**config.mk**
```make
export PLATFORM = sky130hd
export DESIGN_NAME = lineitem_field_extractor_core
export DESIGN_NICKNAME = d
export VERILOG_FILES = /design/src/lfe_pkg.sv /design/src/lineitem_field_extractor_core.sv
export SDC_FILE = /design/constraint.sdc
export NUM_CORES = 1
export LEC_CHECK = 0
export ABC_AREA = 1
export BUFFER_PORTS_ARGS = -buffer_cell sky130_fd_sc_hd__buf_2
export CELL_PAD_IN_SITES_DETAIL_PLACEMENT = 1
export CELL_PAD_IN_SITES_GLOBAL_PLACEMENT = 2
export CORE_MARGIN = 3
export CORE_UTILIZATION = 40
export DETAILED_ROUTE_END_ITERATION = 6
export GPL_TIMING_DRIVEN = 0
export PLACE_DENSITY = 0.95
export SETUP_SLACK_MARGIN = 0.3
export SYNTH_ARGS = -nofsm -noshare
export SYNTH_HDL_FRONTEND = slang
export SYNTH_SLANG_ARGS = --single-unit
export TNS_END_PERCENT = 1
```
**constraint.sdc**
```tcl
create_clock -name clock -period 16.2 [get_ports clock]
set_input_delay 3.24 -clock clock [delete_from_list [all_inputs] [get_ports clock]]
set_output_delay 3.24 -clock clock [all_outputs]
set_load 0.01 [all_outputs]
```
**src/lfe_pkg.sv**
```systemverilog
// Shared constants, widths and arithmetic helpers for the line item field extractor.
// No dependencies; imported by lineitem_field_extractor_core.
package lfe_pkg;

   // Number of fraction digits kept in the price (hundredths by default), range 0..6
   localparam int FRACTION_DIGITS = 2;

   localparam int CHAR_W  = 8;
   localparam int KEY_W   = 32;
   localparam int QTY_W   = 16;
   localparam int PRICE_W = 40;
   localparam int CNT_W   = 3;
   localparam int FRAC_W  = 3;
   localparam int DIGIT_W = 4;
   // mac result: acc*10 + digit never needs more than 4 extra bits
   localparam int MAC_W   = PRICE_W + 4;
   // width of 10^k for k up to FRACTION_DIGITS
   localparam int SCALE_W = $clog2(10 ** FRACTION_DIGITS + 1);
   localparam int PROD_W  = PRICE_W + SCALE_W;

   localparam logic [FRAC_W-1:0] FRAC_LIMIT = FRAC_W'(FRACTION_DIGITS);

   localparam logic [CHAR_W-1:0] CHAR_NUL  = 8'h00;
   localparam logic [CHAR_W-1:0] CHAR_PIPE = 8'h7C;
   localparam logic [CHAR_W-1:0] CHAR_DOT  = 8'h2E;
   localparam logic [CHAR_W-1:0] CHAR_ZERO = 8'h30;
   localparam logic [CHAR_W-1:0] CHAR_NINE = 8'h39;

   // delimiter count at which each field's characters arrive
   localparam logic [CNT_W-1:0] FIELD_KEY   = 3'd1;
   localparam logic [CNT_W-1:0] FIELD_QTY   = 3'd4;
   localparam logic [CNT_W-1:0] FIELD_PRICE = 3'd5;

   localparam logic [PRICE_W-1:0] KEY_MAX   = PRICE_W'({KEY_W{1'b1}});
   localparam logic [PRICE_W-1:0] QTY_MAX   = PRICE_W'({QTY_W{1'b1}});
   localparam logic [PRICE_W-1:0] PRICE_MAX = {PRICE_W{1'b1}};

   // acc*10 + digit, clamped to sat_max
   function automatic logic [PRICE_W-1:0] sat_mac10(input logic [PRICE_W-1:0] acc,
                                                    input logic [DIGIT_W-1:0] digit,
                                                    input logic [PRICE_W-1:0] sat_max);
      logic [MAC_W-1:0] sum;
      sum = {1'b0, acc, 3'b000} + {3'b000, acc, 1'b0} + MAC_W'(digit);
      if (sum > MAC_W'(sat_max)) begin
         return sat_max;
      end
      return sum[PRICE_W-1:0];
   endfunction

   function automatic logic [SCALE_W-1:0] pow10(input logic [FRAC_W-1:0] k);
      logic [19:0] v;
      case (k)
         3'd0:    v = 20'd1;
         3'd1:    v = 20'd10;
         3'd2:    v = 20'd100;
         3'd3:    v = 20'd1000;
         3'd4:    v = 20'd10000;
         3'd5:    v = 20'd100000;
         3'd6:    v = 20'd1000000;
         default: v = 20'd1;
      endcase
      return v[SCALE_W-1:0];
   endfunction

   // scale the price by 10 for each fraction digit that never arrived, saturating
   function automatic logic [PRICE_W-1:0] pad_price(input logic [PRICE_W-1:0] p,
                                                    input logic [FRAC_W-1:0] seen);
      logic [PROD_W-1:0] prod;
      logic [FRAC_W-1:0] missing;
      missing = (seen < FRAC_LIMIT) ? FRAC_LIMIT - seen : '0;
      prod = PROD_W'(p) * PROD_W'(pow10(missing));
      if (prod > PROD_W'(PRICE_MAX)) begin
         return PRICE_MAX;
      end
      return prod[PRICE_W-1:0];
   endfunction

endpackage

```
**src/lineitem_field_extractor_core.sv**
```systemverilog
// Line item field extractor: parses a pipe-delimited record one byte per cycle while req_stall is low.
// Depends on lfe_pkg for constants and the saturating decimal helpers.
//
//   channel | direction | ports                                            | handshake
//   req     | in        | req_char_code, req_line_start                    | req_valid / req_stall
//   rsp     | out       | rsp_part_key, rsp_quantity, rsp_price_hundredths,| rsp_valid / rsp_stall
//           |           | rsp_error                                        |
//
// One item per cycle while req_stall is low; a result appears in the output register
// the cycle after the sixth delimiter (or an early NUL) is taken.
// The parse state registers sit in front of the mac-by-10 helpers (key, quantity, price) and one pad multiply.
// Synchronous active-high reset leaves the parser waiting for a line start.
// req_stall rises only while a result is held and rsp_stall is high.
module lineitem_field_extractor_core
   import lfe_pkg::*;
(
   input  logic                clock,
   input  logic                reset,
   input  logic                req_valid,
   output logic                req_stall,
   input  logic [CHAR_W-1:0]   req_char_code,
   input  logic                req_line_start,
   output logic                rsp_valid,
   input  logic                rsp_stall,
   output logic [KEY_W-1:0]    rsp_part_key,
   output logic [QTY_W-1:0]    rsp_quantity,
   output logic [PRICE_W-1:0]  rsp_price_hundredths,
   output logic                rsp_error
);

   logic [CNT_W-1:0]   count_ff,    count_in;
   logic [KEY_W-1:0]   key_ff,      key_in;
   logic [QTY_W-1:0]   qty_ff,      qty_in;
   logic [PRICE_W-1:0] price_ff,    price_in;
   logic               frac_ff,     frac_in;
   logic [FRAC_W-1:0]  seen_ff,     seen_in;
   logic               done_ff,     done_in;

   logic               rsp_valid_ff, rsp_valid_in;
   logic [KEY_W-1:0]   rsp_key_ff,   rsp_key_in;
   logic [QTY_W-1:0]   rsp_qty_ff,   rsp_qty_in;
   logic [PRICE_W-1:0] rsp_price_ff, rsp_price_in;
   logic               rsp_error_ff, rsp_error_in;

   logic               req_accept;
   logic               is_digit;
   logic [DIGIT_W-1:0] digit;
   logic               emit;

   assign req_stall  = rsp_valid_ff & rsp_stall;
   assign req_accept = req_valid & ~req_stall;

   assign is_digit = req_char_code inside {[CHAR_ZERO:CHAR_NINE]};
   assign digit    = is_digit ? DIGIT_W'(req_char_code - CHAR_ZERO) : '0;

   always_comb begin
      // a line start clears the record before the byte is parsed
      if (req_line_start) begin
         count_in = '0;
         key_in   = '0;
         qty_in   = '0;
         price_in = '0;
         frac_in  = 1'b0;
         seen_in  = '0;
         done_in  = 1'b0;
      end else begin
         count_in = count_ff;
         key_in   = key_ff;
         qty_in   = qty_ff;
         price_in = price_ff;
         frac_in  = frac_ff;
         seen_in  = seen_ff;
         done_in  = done_ff;
      end

      emit         = 1'b0;
      rsp_key_in   = key_in;
      rsp_qty_in   = qty_in;
      rsp_price_in = pad_price(price_in, seen_in);
      rsp_error_in = 1'b0;

      if (!done_in) begin
         if (req_char_code == CHAR_NUL) begin
            emit         = 1'b1;
            rsp_key_in   = '0;
            rsp_qty_in   = '0;
            rsp_price_in = '0;
            rsp_error_in = 1'b1;
            done_in      = 1'b1;
         end else if (req_char_code == CHAR_PIPE) begin
            if (count_in >= FIELD_PRICE) begin
               emit    = 1'b1;
               done_in = 1'b1;
            end else begin
               count_in = count_in + 1'b1;
            end
         end else begin
            case (count_in)
               FIELD_KEY: begin
                  if (is_digit) begin
                     key_in = KEY_W'(sat_mac10(PRICE_W'(key_in), digit, KEY_MAX));
                  end
               end
               FIELD_QTY: begin
                  if (is_digit) begin
                     qty_in = QTY_W'(sat_mac10(PRICE_W'(qty_in), digit, QTY_MAX));
                  end
               end
               FIELD_PRICE: begin
                  if (req_char_code == CHAR_DOT) begin
                     frac_in = 1'b1;
                  end else if (is_digit) begin
                     if (!frac_in) begin
                        price_in = sat_mac10(price_in, digit, PRICE_MAX);
                     end else if (seen_in < FRAC_LIMIT) begin
                        price_in = sat_mac10(price_in, digit, PRICE_MAX);
                        seen_in  = seen_in + 1'b1;
                     end
                  end
               end
               default: ;
            endcase
         end
      end

      if (req_accept && emit) begin
         rsp_valid_in = 1'b1;
      end else if (!rsp_stall) begin
         rsp_valid_in = 1'b0;
      end else begin
         rsp_valid_in = rsp_valid_ff;
      end
   end

   always_ff @(posedge clock) begin
      if (reset) begin
         count_ff     <= '0;
         key_ff       <= '0;
         qty_ff       <= '0;
         price_ff     <= '0;
         frac_ff      <= 1'b0;
         seen_ff      <= '0;
         done_ff      <= 1'b1;
         rsp_valid_ff <= 1'b0;
      end else begin
         rsp_valid_ff <= rsp_valid_in;
         if (req_accept) begin
            count_ff <= count_in;
            key_ff   <= key_in;
            qty_ff   <= qty_in;
            price_ff <= price_in;
            frac_ff  <= frac_in;
            seen_ff  <= seen_in;
            done_ff  <= done_in;
         end
      end
   end

   // result payload; only loaded when an item produces a result
   always_ff @(posedge clock) begin
      if (req_accept && emit) begin
         rsp_key_ff   <= rsp_key_in;
         rsp_qty_ff   <= rsp_qty_in;
         rsp_price_ff <= rsp_price_in;
         rsp_error_ff <= rsp_error_in;
      end
   end

   assign rsp_valid            = rsp_valid_ff;
   assign rsp_part_key         = rsp_key_ff;
   assign rsp_quantity         = rsp_qty_ff;
   assign rsp_price_hundredths = rsp_price_ff;
   assign rsp_error            = rsp_error_ff;

endmodule

```
==> results.json, run 1 <==
{
  "grt_usage": 0.2742,
  "grt.overflow.total": 0,
  "number_of_buffer_cells_added_on_primary_ports": 102,
  "post_synthesis_sequential_area_ratio": 0.1789,
  "die_width_um": 260.0,
  "place_hpwl_um": 76720,
  "num_vias": 25230,
  "power_density_nw_per_um2": 52.63,
  "synth_warnings": 0,
  "n_antenna_cell": 0,
  "ctsRootBufferMaster": "clkbuf_16",
  "worst_path_largest_cell_delay_ns": 0.68,
  "globalplace.congestion": 0.9020,
  "synth_compound_gate_area_share": 0.1294,
  "io_pins": 104,
  "syn-mean-instance-area_um2": 6.815,
  "leakagePower_nw": 14.74,
  "number_of_clock_sinks_seen_by_cts": 186,
  "cts_repair_resize_count": 0,
  "synthMostInstantiatedCell": "nand2_1",
  "postCtsHoldBufs": 0,
  "run_status": "completed",
  "fmaxAchievable_mhz": 100.5,
  "grt_first_pass_wirelength_um": 144900,
  "max-cap-violations": 0,
  "tritoncts": "built",
  "floorplan.rows": 92,
  "cts_buffers": 17,
  "initial_utilization": 0.4068,
  "finalSetupTns_ns": 0,
  "synthesized_area_fraction_occupied_by_xor_and_xnor_cells": 0.03109,
  "worst_slew_margin_rel": 0.08486,
  "critPathArrivalTime_ns": 10.22,
  "finalSetupViolations": 0,
  "worst-slew-pin-transition_ns": 1.368,
  "route.detailed.vias_per_inst": 5.249,
  "post-synth-top-area-cell": "fa_1",
  "coreArea_um2": 63430,
  "crit_path_capture_type": "flop",
  "netlist.area_leader.share": 0.1513,
  "grt_max_degree": 33,
  "number_of_antenna_violations_at_the_first_check_in_global_routing": 1,
  "timing.critical_path.slowest_stage_cell": "clkbuf_1",
  "synthMuxAreaShare": 0.0004365,
  "path_max_fanout": 10,
  "vdd.ir_drop.worst_v": 0.00009131,
  "vias_in_the_first_global_route": 26600,
  "crit_required_ns": 16.47,
  "clk_latency_ns": 0.53,
  "yosys.area_share.adder": 0.2682,
  "post_layout_min_period_ns": 9.946,
  "synth_simple_gate_area_frac": 0.2746,
  "worst_setup_start_kind": "primary input",
  "finalCoreUtilization": 0.4449,
  "ys.flop_type": "dfxtp_1",
  "area_growth_pct": 9.374,
  "async_set_reset_flop_share_out_of_synthesis": 0,
  "finalHoldViolCount": 0,
  "drive_gt1_frac": 0.07599,
  "die_area_um2": 67580,
  "drv_slew": 0,
  "count_of_unique_library_cells_instantiated_by_yosys": 58,
  "setup_skew_after_layout_ns": 0.02835,
  "grt_setup_unrepaired": "false",
  "cts_htree_levels": 4,
  "ant_nets": 0,
  "postCtsSetupBuffers": 0,
  "synth_cells": 3786,
  "dr.first_iter.drc_count": 1394,
  "synth_edf_count": 89,
  "fin_crit_sh": 0.6140,
  "synth-seq-cells": 186,
  "first_pass_iters": 5,
  "die_y_um": 260.0,
  "main_combinational_cell_family_by_area_after_synthesis": "simple AND/OR/NAND/NOR gates",
  "number_of_remaining_drc_errors": 0,
  "wire_per_inst_um": 19.03,
  "cts.reportedPaths.clkPinSlew_ns": 0.08,
  "drt-total-wl_um": 91460,
  "cts_max_path_buffers": 2,
  "synthTopCellsByCount": "nand2_1 (902), inv_1 (626), nor2_1 (473)",
  "netlist_top_cells_area": "fa_1 (15%), nand2_1 (13%), ha_1 (12%), edfxtp_1 (10%), inv_1 (9.1%)",
  "hp-class": "reg -> reg",
  "number_of_nets_in_the_layout": 4397,
  "syn_area_um2": 25800,
  "path_class": "in -> reg"
}
[stage by stage]
step / area [um2] / cells / worst slack (ns) / hold WS [ns] / power, W
5_1_grt: 28220 / 4807 / 5.974 / 0.4855 / 0.001569
4_1_cts: 28220 / 4807 / 6.423 / 0.4688 / 0.001495
6_report: 28220 / 4807 / 6.254 / 0.4682 / 0.001485
3_3_place_gp: 27510 / 4772 / 4.298 / 0.4453 / 0.001004
3_5_place_dp: 27590 / 4775 / 5.872 / 0.4559 / 0.001020
2_1_floorplan: 25940 / 3824 / 7.174 / 0.4331 / 0.0008813
[critical path: cells and delay by family]
kind | cells | cell delay, ns
buf+inv | 8 | 1.96
compound gates | 3 | 0.79
fa+ha+maj | 5 | 2.55
simple gates | 10 | 1.65
[layout make-up]
class                           count  area, um2
Multi-Input combinational cell   2870      18310
Buffer                            111      556.8
Sequential cell                   186       4614
Timing Repair Buffer              105      578.1
Clock inverter                     15      206.4
Inverter                          657       2466
Tap cell                          846       1059
Clock buffer                       17      425.4
Fill cell                        8414      35210
[path summary, 6_finish.rpt]
check	from	to	slack, ns	depth (start not counted)
worst min-delay path	price_ff[16]	price_ff[16]	0.47	2
worst max-delay path	req_line_start	rsp_price_hundredths[3]	6.25	26
worst max register to register	seen_ff[1]	rsp_price_hundredths[3]	8.34	27
worst min register to register	price_ff[16]	price_ff[16]	0.47	2
[state kept, by name, indices dropped and copies added (netlist names)]
| register | flops |
|---|---|
| count_ff | 3 |
| rsp_valid | 1 |
| qty_ff | 16 |
| rsp_price_hundredths | 40 |
| done_ff | 1 |
| rsp_error | 1 |
| frac_ff | 1 |
| seen_ff | 3 |
| rsp_quantity | 16 |
| price_ff | 40 |
| rsp_part_key | 32 |
| key_ff | 32 |
[metal layers]
metal / vias to the layer above / track usage / part of all wire
met3: 116 / 0.03233 / 0.036
li1: 12270 / - / -
met1: 12350 / 0.3470 / 0.44
met4: 2 / 0.07817 / 0.026
met5: - / 0 / 0.00013
met2: 490 / 0.4896 / 0.49
[kinds of logic after synthesis]
family / count (synthesis)
adders and majority gates: 436
other: 2
AOI/OAI and AO/OA: 639
DFF: 186
and+or+nand+nor: 1665
xor gates and xnor gates: 89
buffers and inverters: 768
muxes: 1
[placed cells by master, fill, tap and decap left out, types with 4 or more instances in the layout]
cell,netlist,layout
dfxtp_1,97,97
nor3_1,15,15
o21ai_1,20,20
buf_8,4,4
edfxtp_1,89,89
nand2_2,11,11
xor2_1,40,40
clkinv_8,0,5
nand2_1,902,902
nor2_1,473,472
and3_1,4,4
fa_1,195,195
nor4_2,4,4
a21oi_1,438,438
buf_1,4,4
ha_1,241,241
nor3_2,4,4
nor2_2,21,21
inv_1,626,626
xnor2_1,46,46
nor2_4,8,9
o21bai_1,19,19
buf_2,7,109
inv_2,31,31
clkbuf_1,81,81
nor4_1,6,6
o21a_1,5,5
buf_4,7,7
buf_6,8,8
a21o_1,6,6
nand3_2,44,44
conb_1,2,40
nand3b_1,5,5
clkbuf_16,0,17
nand4_1,17,17
o21ai_0,128,128
a31oi_1,5,5
nand3_1,142,142
[power by group]
| part | total (W) | internal (W) | switching, W | leakage [nW] |
|---|---|---|---|---|
| clock | 0.000474 | 0.000215 | 0.000259 | 0.301 |
| sequential | 0.000509 | 0.000503 | 0.00000575 | 1.67 |
| combinational | 0.000502 | 0.000165 | 0.000337 | 12.8 |
| total | 0.00149 | 0.000883 | 0.000602 | 14.7 |
Power figures use the tool's default switching activity.
==> inputs of run 2 (changes only) <==
ABC_AREA = 0   (was 1)
CORE_UTILIZATION = 36   (was 40)
PLACE_DENSITY = 0.89   (was 0.95)
clock period = 8.6 ns   (was 16.2 ns; I/O delays follow)
==> run 2 against run 1 <==
Against the previous run:
- wire length is 13% lower
- sequential share of layout area rose by 1.4 points
- clock skew fell by 0.011 ns
- critical endpoint is now rsp_price_hundredths[34]
- count of clock-buffer cells in the layout unchanged
- power increased by 36%
- critical path depth up 1
- critical path type unchanged
- worst setup slack got worse by 5.7 ns
- synthesized cell count fell by 28%
- largest power group unchanged
==> results.json, run 2 <==
{
  "synth_warnings": 0,
  "route.detailed.vias_per_inst": 5.567,
  "run_status": "completed",
  "die_width_um": 259.9,
  "detailedPlace.worstSlack_ns": -2.517,
  "first_pass_iters": 5,
  "highest_layer": "met4",
  "wire_per_inst_um": 21.24,
  "layout_setup_ws_ns": 0.5070,
  "globalplace.congestion": 0.9316,
  "setup_skew_after_layout_ns": 0.01752,
  "netlist_top_cells_area": "fa_1 (17%), ha_1 (13%), edfxtp_1 (12%), dfxtp_1 (8.4%), and2_1 (5.1%)",
  "path_class": "in -> reg",
  "worst_hold_slack_ns": 0.4497,
  "dr.first_iter.drc_count": 1121,
  "synth-seq-cells": 186,
  "netlist.area_leader.share": 0.1683,
  "dr_wl_met3_um": 3245,
  "timing.critical_path.mode_cell": "fa_1",
  "ys.flop_type": "dfxtp_1",
  "worst_hold_path.num_cells": 2,
  "worst_slew_margin_rel": 0.1830,
  "die_y_um": 259.9,
  "cp-endpoint": "rsp_price_hundredths[34]",
  "floorplan.rows": 92,
  "crit_path_capture_type": "flop",
  "worst_path_largest_cell_delay_ns": 0.55,
  "worstReg2RegEnd": "rsp_price_hundredths[34]",
  "async_set_reset_flop_share_out_of_synthesis": 0,
  "initial_utilization": 0.3658,
  "worst-slew-pin-transition_ns": 1.225,
  "power_density_nw_per_um2": 77.70,
  "layout.cells.most_common_list": "ha_1 (241), inv_1 (239), nand2_1 (229), a21oi_1 (215), fa_1 (195)",
  "cts_max_path_buffers": 2,
  "post_layout_min_period_ns": 8.093,
  "drive_gt1_frac": 0.1009,
  "num_vias": 20880,
  "fin_total_pwr_w": 0.002016,
  "number_of_remaining_drc_errors": 0,
  "post-synth-top-area-cell": "fa_1",
  "reg2reg_from": "seen_ff[1]",
  "die_area_um2": 67530,
  "n_fill_cell": 7587,
  "clk_latency_ns": 0.51,
  "cts.reportedPaths.clkPinSlew_ns": 0.09,
  "crit_required_ns": 8.81,
  "io_pins": 104,
  "path_max_fanout": 10,
  "drv_slew": 0,
  "grt_usage": 0.2366,
  "leakagePower_nw": 12.28,
  "tritoncts": "built",
  "critPathArrivalTime_ns": 8.30,
  "syn_area_um2": 23200,
  "cp-startpoint": "req_line_start",
  "number_of_antenna_violations_at_the_first_check_in_global_routing": 1,
  "number_of_clock_sinks_seen_by_cts": 186,
  "finalHoldViolCount": 0,
  "crit_buf_inv": 10,
  "coreArea_um2": 63430,
  "ctsRootBufferMaster": "clkbuf_16",
  "vias_in_the_first_global_route": 22310,
  "design_area_um2": 25940,
  "crit_cells": 27,
  "synthTopCellsByCount": "ha_1 (241), inv_1 (240), nand2_1 (230)",
  "worst_setup_start_kind": "primary input",
  "postCtsHoldBufs": 0,
  "fin_crit_sh": 0.9411,
  "vdd.ir_drop.worst_v": 0.0001635,
  "worst-r2r-cell-count": 30,
  "finalCoreUtilization": 0.4090,
  "grt.overflow.total": 0,
  "grt_first_pass_wirelength_um": 125200,
  "wl_met2_um": 38530,
  "ant_nets": 0,
  "synthMostInstantiatedCell": "ha_1",
  "syn-mean-instance-area_um2": 8.527,
  "count_of_unique_library_cells_instantiated_by_yosys": 96,
  "synth_cells": 2721,
  "number_of_nets_in_the_layout": 3340,
  "grt_setup_unrepaired": "false",
  "number_of_buffer_cells_added_on_primary_ports": 103,
  "max-cap-violations": 0,
  "metal1_wirelength_um": 35120,
  "cts_htree_levels": 4,
  "fmaxAchievable_mhz": 123.6,
  "drt-total-wl_um": 79660,
  "post_dp_cell_area_um2": 24950,
  "cpLargestDelayFamily": "adder cells",
  "cts_buffers": 17,
  "hp-class": "reg -> reg",
  "place_hpwl_um": 64840,
  "grt_max_degree": 59,
  "area_growth_pct": 11.82,
  "timing.critical_path.slowest_stage_cell": "fa_1",
  "post_synthesis_sequential_area_ratio": 0.1989,
  "mostFrequentLayoutCell": "ha_1",
  "finalSetupViolations": 0,
  "r2r_slack_ns": 1.03,
  "synth_edf_count": 89
}
run 2: how the worst min path moves through the flow:
stage                          from   endpoint  slack (ns)
after CTS                 qty_ff[3]  qty_ff[3]        0.45
after global placement    qty_ff[2]  qty_ff[2]        0.43
final                     qty_ff[2]  qty_ff[2]        0.45
after global routing      qty_ff[2]  qty_ff[2]        0.47
after detailed placement  qty_ff[2]  qty_ff[2]        0.44
after floorplan           qty_ff[1]  qty_ff[1]        0.42
run 2: kinds of logic (layout without fill, tap and decap cells):
group,after synthesis,after routing,share of synthesized area
simple gates,932,932,0.2067
mux,4,4,0.001780
other cells,2,41,0.0003237
fa+ha+maj,436,436,0.2982
flops,186,186,0.1989
buf+inv,367,512,0.06218
compound gates,687,687,0.1916
xor+xnor,107,107,0.04039
run 2: what timing repair did:
item                                    4_1_cts  5_1_grt
endpoints found under the setup margin       92       40
setup buffers                                 4        5
pin swaps                                     7        6
gates resized for setup                      55       41
run 2: layer usage:
metal	vias up	global-route usage
met5	-	0
li1	9737	-
met3	136	0.03233
met2	446	0.4092
met1	10560	0.3003
met4	0	0.08611
run 2: metrics by stage:
step | cells | setup TNS [ns]
finish | 3751 | 0
global route | 3750 | 0
CTS | 3745 | 0
detailed placement | 3709 | -128.41
global placement | 3708 | -112.26
floorplan | 2759 | 0
run 2: worst register-to-register path: cells and delay by family (launching register included):
family,cells,cell delay [ns]
flops,1,0.34
buf+inv,11,1.57
compound gates,8,1.77
simple gates,6,1.22
fa+ha+maj,5,2.38
run 2: power breakdown:
group	leakage, nW	internal [W]	switching (W)	total, W
sequential	1.65	0.000922	0.00000186	0.000924
combinational	10.3	0.0000665	0.000151	0.000217
clock	0.304	0.000405	0.000470	0.000875
run 2: layout make-up:
type / count / area, um2 / area share
well taps: 846 / 1059 / 0.04080
flip-flops and latches: 186 / 4614 / 0.1779
inverters: 240 / 903.4 / 0.03482
clock buffers: 17 / 425.4 / 0.01640
diodes: 1 / 2.502 / 0.00009646
plain buffers: 127 / 645.6 / 0.02489
multi-input cells: 2206 / 17450 / 0.6728
repair buffers: 113 / 638.1 / 0.02460
clock inverters: 15 / 201.4 / 0.007765
==> inputs of run 3 (changes only) <==
CORE_ASPECT_RATIO = 1.4   (was default)
CORE_UTILIZATION = 40   (was 36)
PLACE_DENSITY = 0.93   (was 0.89)
clock period = 7.6 ns   (was 8.6 ns; I/O delays follow)
==> run 3 against run 2 <==
Against the previous run:
- the run now ends with negative setup slack left
- non-clock buffer count increased by 40
- first-iteration DRC count decreased by 12%
- utilization increased by 6.4 points
- register-to-register slack got worse by 0.87 ns
- critical endpoint is now rsp_price_hundredths[39]
- largest cell class unchanged
- highest routed layer unchanged
==> results.json, run 3 (synthesis results as in run 2) <==
{
  "crit_path_capture_type": "flop",
  "power_density_nw_per_um2": 86.35,
  "crit_required_ns": 7.79,
  "hp-class": "reg -> reg",
  "pwr-share-clk": 0.431,
  "coreArea_um2": 56960,
  "grt_first_pass_wirelength_um": 132300,
  "die_y_um": 291.0,
  "num_vias": 21020,
  "power_frac_comb": 0.120,
  "worst-slew-pin-transition_ns": 1.201,
  "cts_buffers": 17,
  "layout_setup_ws_ns": -0.02278,
  "path_class": "in -> reg",
  "tritoncts": "built",
  "number_of_remaining_drc_errors": 0,
  "cts.reportedPaths.clkPinSlew_ns": 0.08,
  "finalSetupViolations": 7,
  "highest_layer": "met4",
  "drv_slew": 0,
  "drive_gt1_frac": 0.1437,
  "vdd.ir_drop.worst_v": 0.0001783,
  "sequential_cell_fraction_of_total_power": 0.449,
  "number_of_antenna_violations_at_the_first_check_in_global_routing": 1,
  "number_of_buffer_cells_added_on_primary_ports": 103,
  "run_status": "complete, but fails checks",
  "timing.critical_path.mode_cell": "buf_12",
  "grt_max_degree": 56,
  "layout.cells.most_common_list": "inv_1 (231), ha_1 (231), nand2_1 (227), a21oi_1 (205), fa_1 (192)",
  "grt.overflow.total": 0,
  "worst_slew_margin_rel": 0.1908,
  "failed_checks": "negative setup slack",
  "critPathArrivalTime_ns": 7.82,
  "worst_setup_start_kind": "primary input",
  "dr_wl_met3_um": 2226,
  "max-cap-violations": 0,
  "number_of_nets_in_the_layout": 3380,
  "fin_crit_sh": 1.003,
  "post_layout_min_period_ns": 7.623,
  "floorplan.rows": 103,
  "globalplace.congestion": 0.9197,
  "ant_nets": 0,
  "p_int_w": 0.001627,
  "power.share.switching": 0.3007,
  "die_width_um": 209.5,
  "grt_setup_unrepaired": "true",
  "worst_hold_path.num_cells": 2,
  "die_area_um2": 60970,
  "cts_htree_levels": 4,
  "wl_met2_um": 45930,
  "leakagePower_nw": 12.73,
  "io_pins": 104,
  "worst_hold_slack_ns": 0.4501,
  "clk_latency_ns": 0.50,
  "area_growth_pct": 16.15,
  "cts_max_path_buffers": 2,
  "total_switching_power_w": 0.0006998,
  "place_hpwl_um": 67110,
  "vias_in_the_first_global_route": 23380,
  "worst-r2r-cell-count": 27,
  "drt-total-wl_um": 85580,
  "metal1_wirelength_um": 31600,
  "finalSetupTns_ns": -0.05284,
  "wire_per_inst_um": 23.26,
  "first_pass_iters": 5,
  "route.detailed.vias_per_inst": 5.713,
  "initial_utilization": 0.4073,
  "number_of_clock_sinks_seen_by_cts": 186,
  "r2r_slack_ns": 0.16,
  "dr.first_iter.drc_count": 987,
  "grt_usage": 0.2777,
  "ctsRootBufferMaster": "clkbuf_16",
  "fmaxAchievable_mhz": 131.2,
  "worst_path_largest_cell_delay_ns": 0.56,
  "timing.critical_path.slowest_stage_cell": "fa_1",
  "path_max_fanout": 7,
  "setup_skew_after_layout_ns": 0.02230,
  "finalHoldViolCount": 0
}
run 3: changes by cell type in the layout (fill, tap and decap cells not counted), moves of 10 or more:
cell,change
a21oi_1,-10
and2_1,-14
and2_4,+14
buf_4,+25
clkbuf_1,-14
clkbuf_4,+10
ha_1,-10
nor2b_1,-12
run 3: final cells by class:
cell class | instances | area [um2]
Inverter | 240 | 903.4
Fill cell | 6788 | 30020
Multi-Input combinational cell | 2206 | 17900
Clock inverter | 14 | 188.9
Antenna cell | 1 | 2.502
Buffer | 127 | 898.4
Timing Repair Buffer | 153 | 1082
Clock buffer | 18 | 439.2
Sequential cell | 186 | 4614
Tap cell | 735 | 919.6
run 3: per-layer routing:
metal | vias to the layer above | global-route usage
met1 | 10470 | 0.2922
met4 | 0 | 0.1656
met3 | 242 | 0.02329
li1 | 9821 | -
met2 | 489 | 0.5305
met5 | - | 0
run 3: power groups by stage:
stage | Clock [W] | Sequential, W | Combinational (W)
floorplan | 0 | 0.00107 | 0.000159
global placement | 0 | 0.00107 | 0.000228
detailed placement | 0 | 0.00107 | 0.000237
CTS | 0.00101 | 0.00105 | 0.000267
global route | 0.00104 | 0.00105 | 0.000302
finish | 0.00100 | 0.00105 | 0.000278
run 3: worst max-delay path, delay by kind of cell:
kind	cells	cell delay, ns
AO/OA/AOI/OAI	8	2.02
AND/OR/NAND/NOR	4	0.69
buffers and inverters	11	1.38
adder cells (fa/ha/maj)	5	2.18
run 3: what timing repair did:
action,4_1_cts,5_1_grt
gates cloned,5,1
setup buffers,30,13
endpoints found under the setup margin,41,72
gates resized for setup,192,50
pin swaps,45,42
hold buffers,0,0
run 3: path summary, 6_finish.rpt:
check | start | end
worst min register to register | qty_ff[1] | qty_ff[1]
worst min-delay path | qty_ff[1] | qty_ff[1]
worst max-delay path | req_line_start | rsp_price_hundredths[39]
worst max register to register | seen_ff[1] | rsp_price_hundredths[39]
run 3: metrics by stage:
stage / power [W] / utilization / setup slack [ns] / instance area (um2) / std cells
2_1_floorplan: 0.001227 / - / 0.1409 / 23470 / 2759
5_1_grt: 0.002392 / 0.4731 / -0.1741 / 26950 / 3680
3_3_place_gp: 0.001297 / 0.4372 / -1.778 / 24900 / 3597
4_1_cts: 0.002323 / 0.4684 / 0.1880 / 26680 / 3665
6_report: 0.002327 / 0.4731 / -0.02278 / 26950 / 3680
3_5_place_dp: 0.001306 / 0.4377 / -1.908 / 24930 / 3598
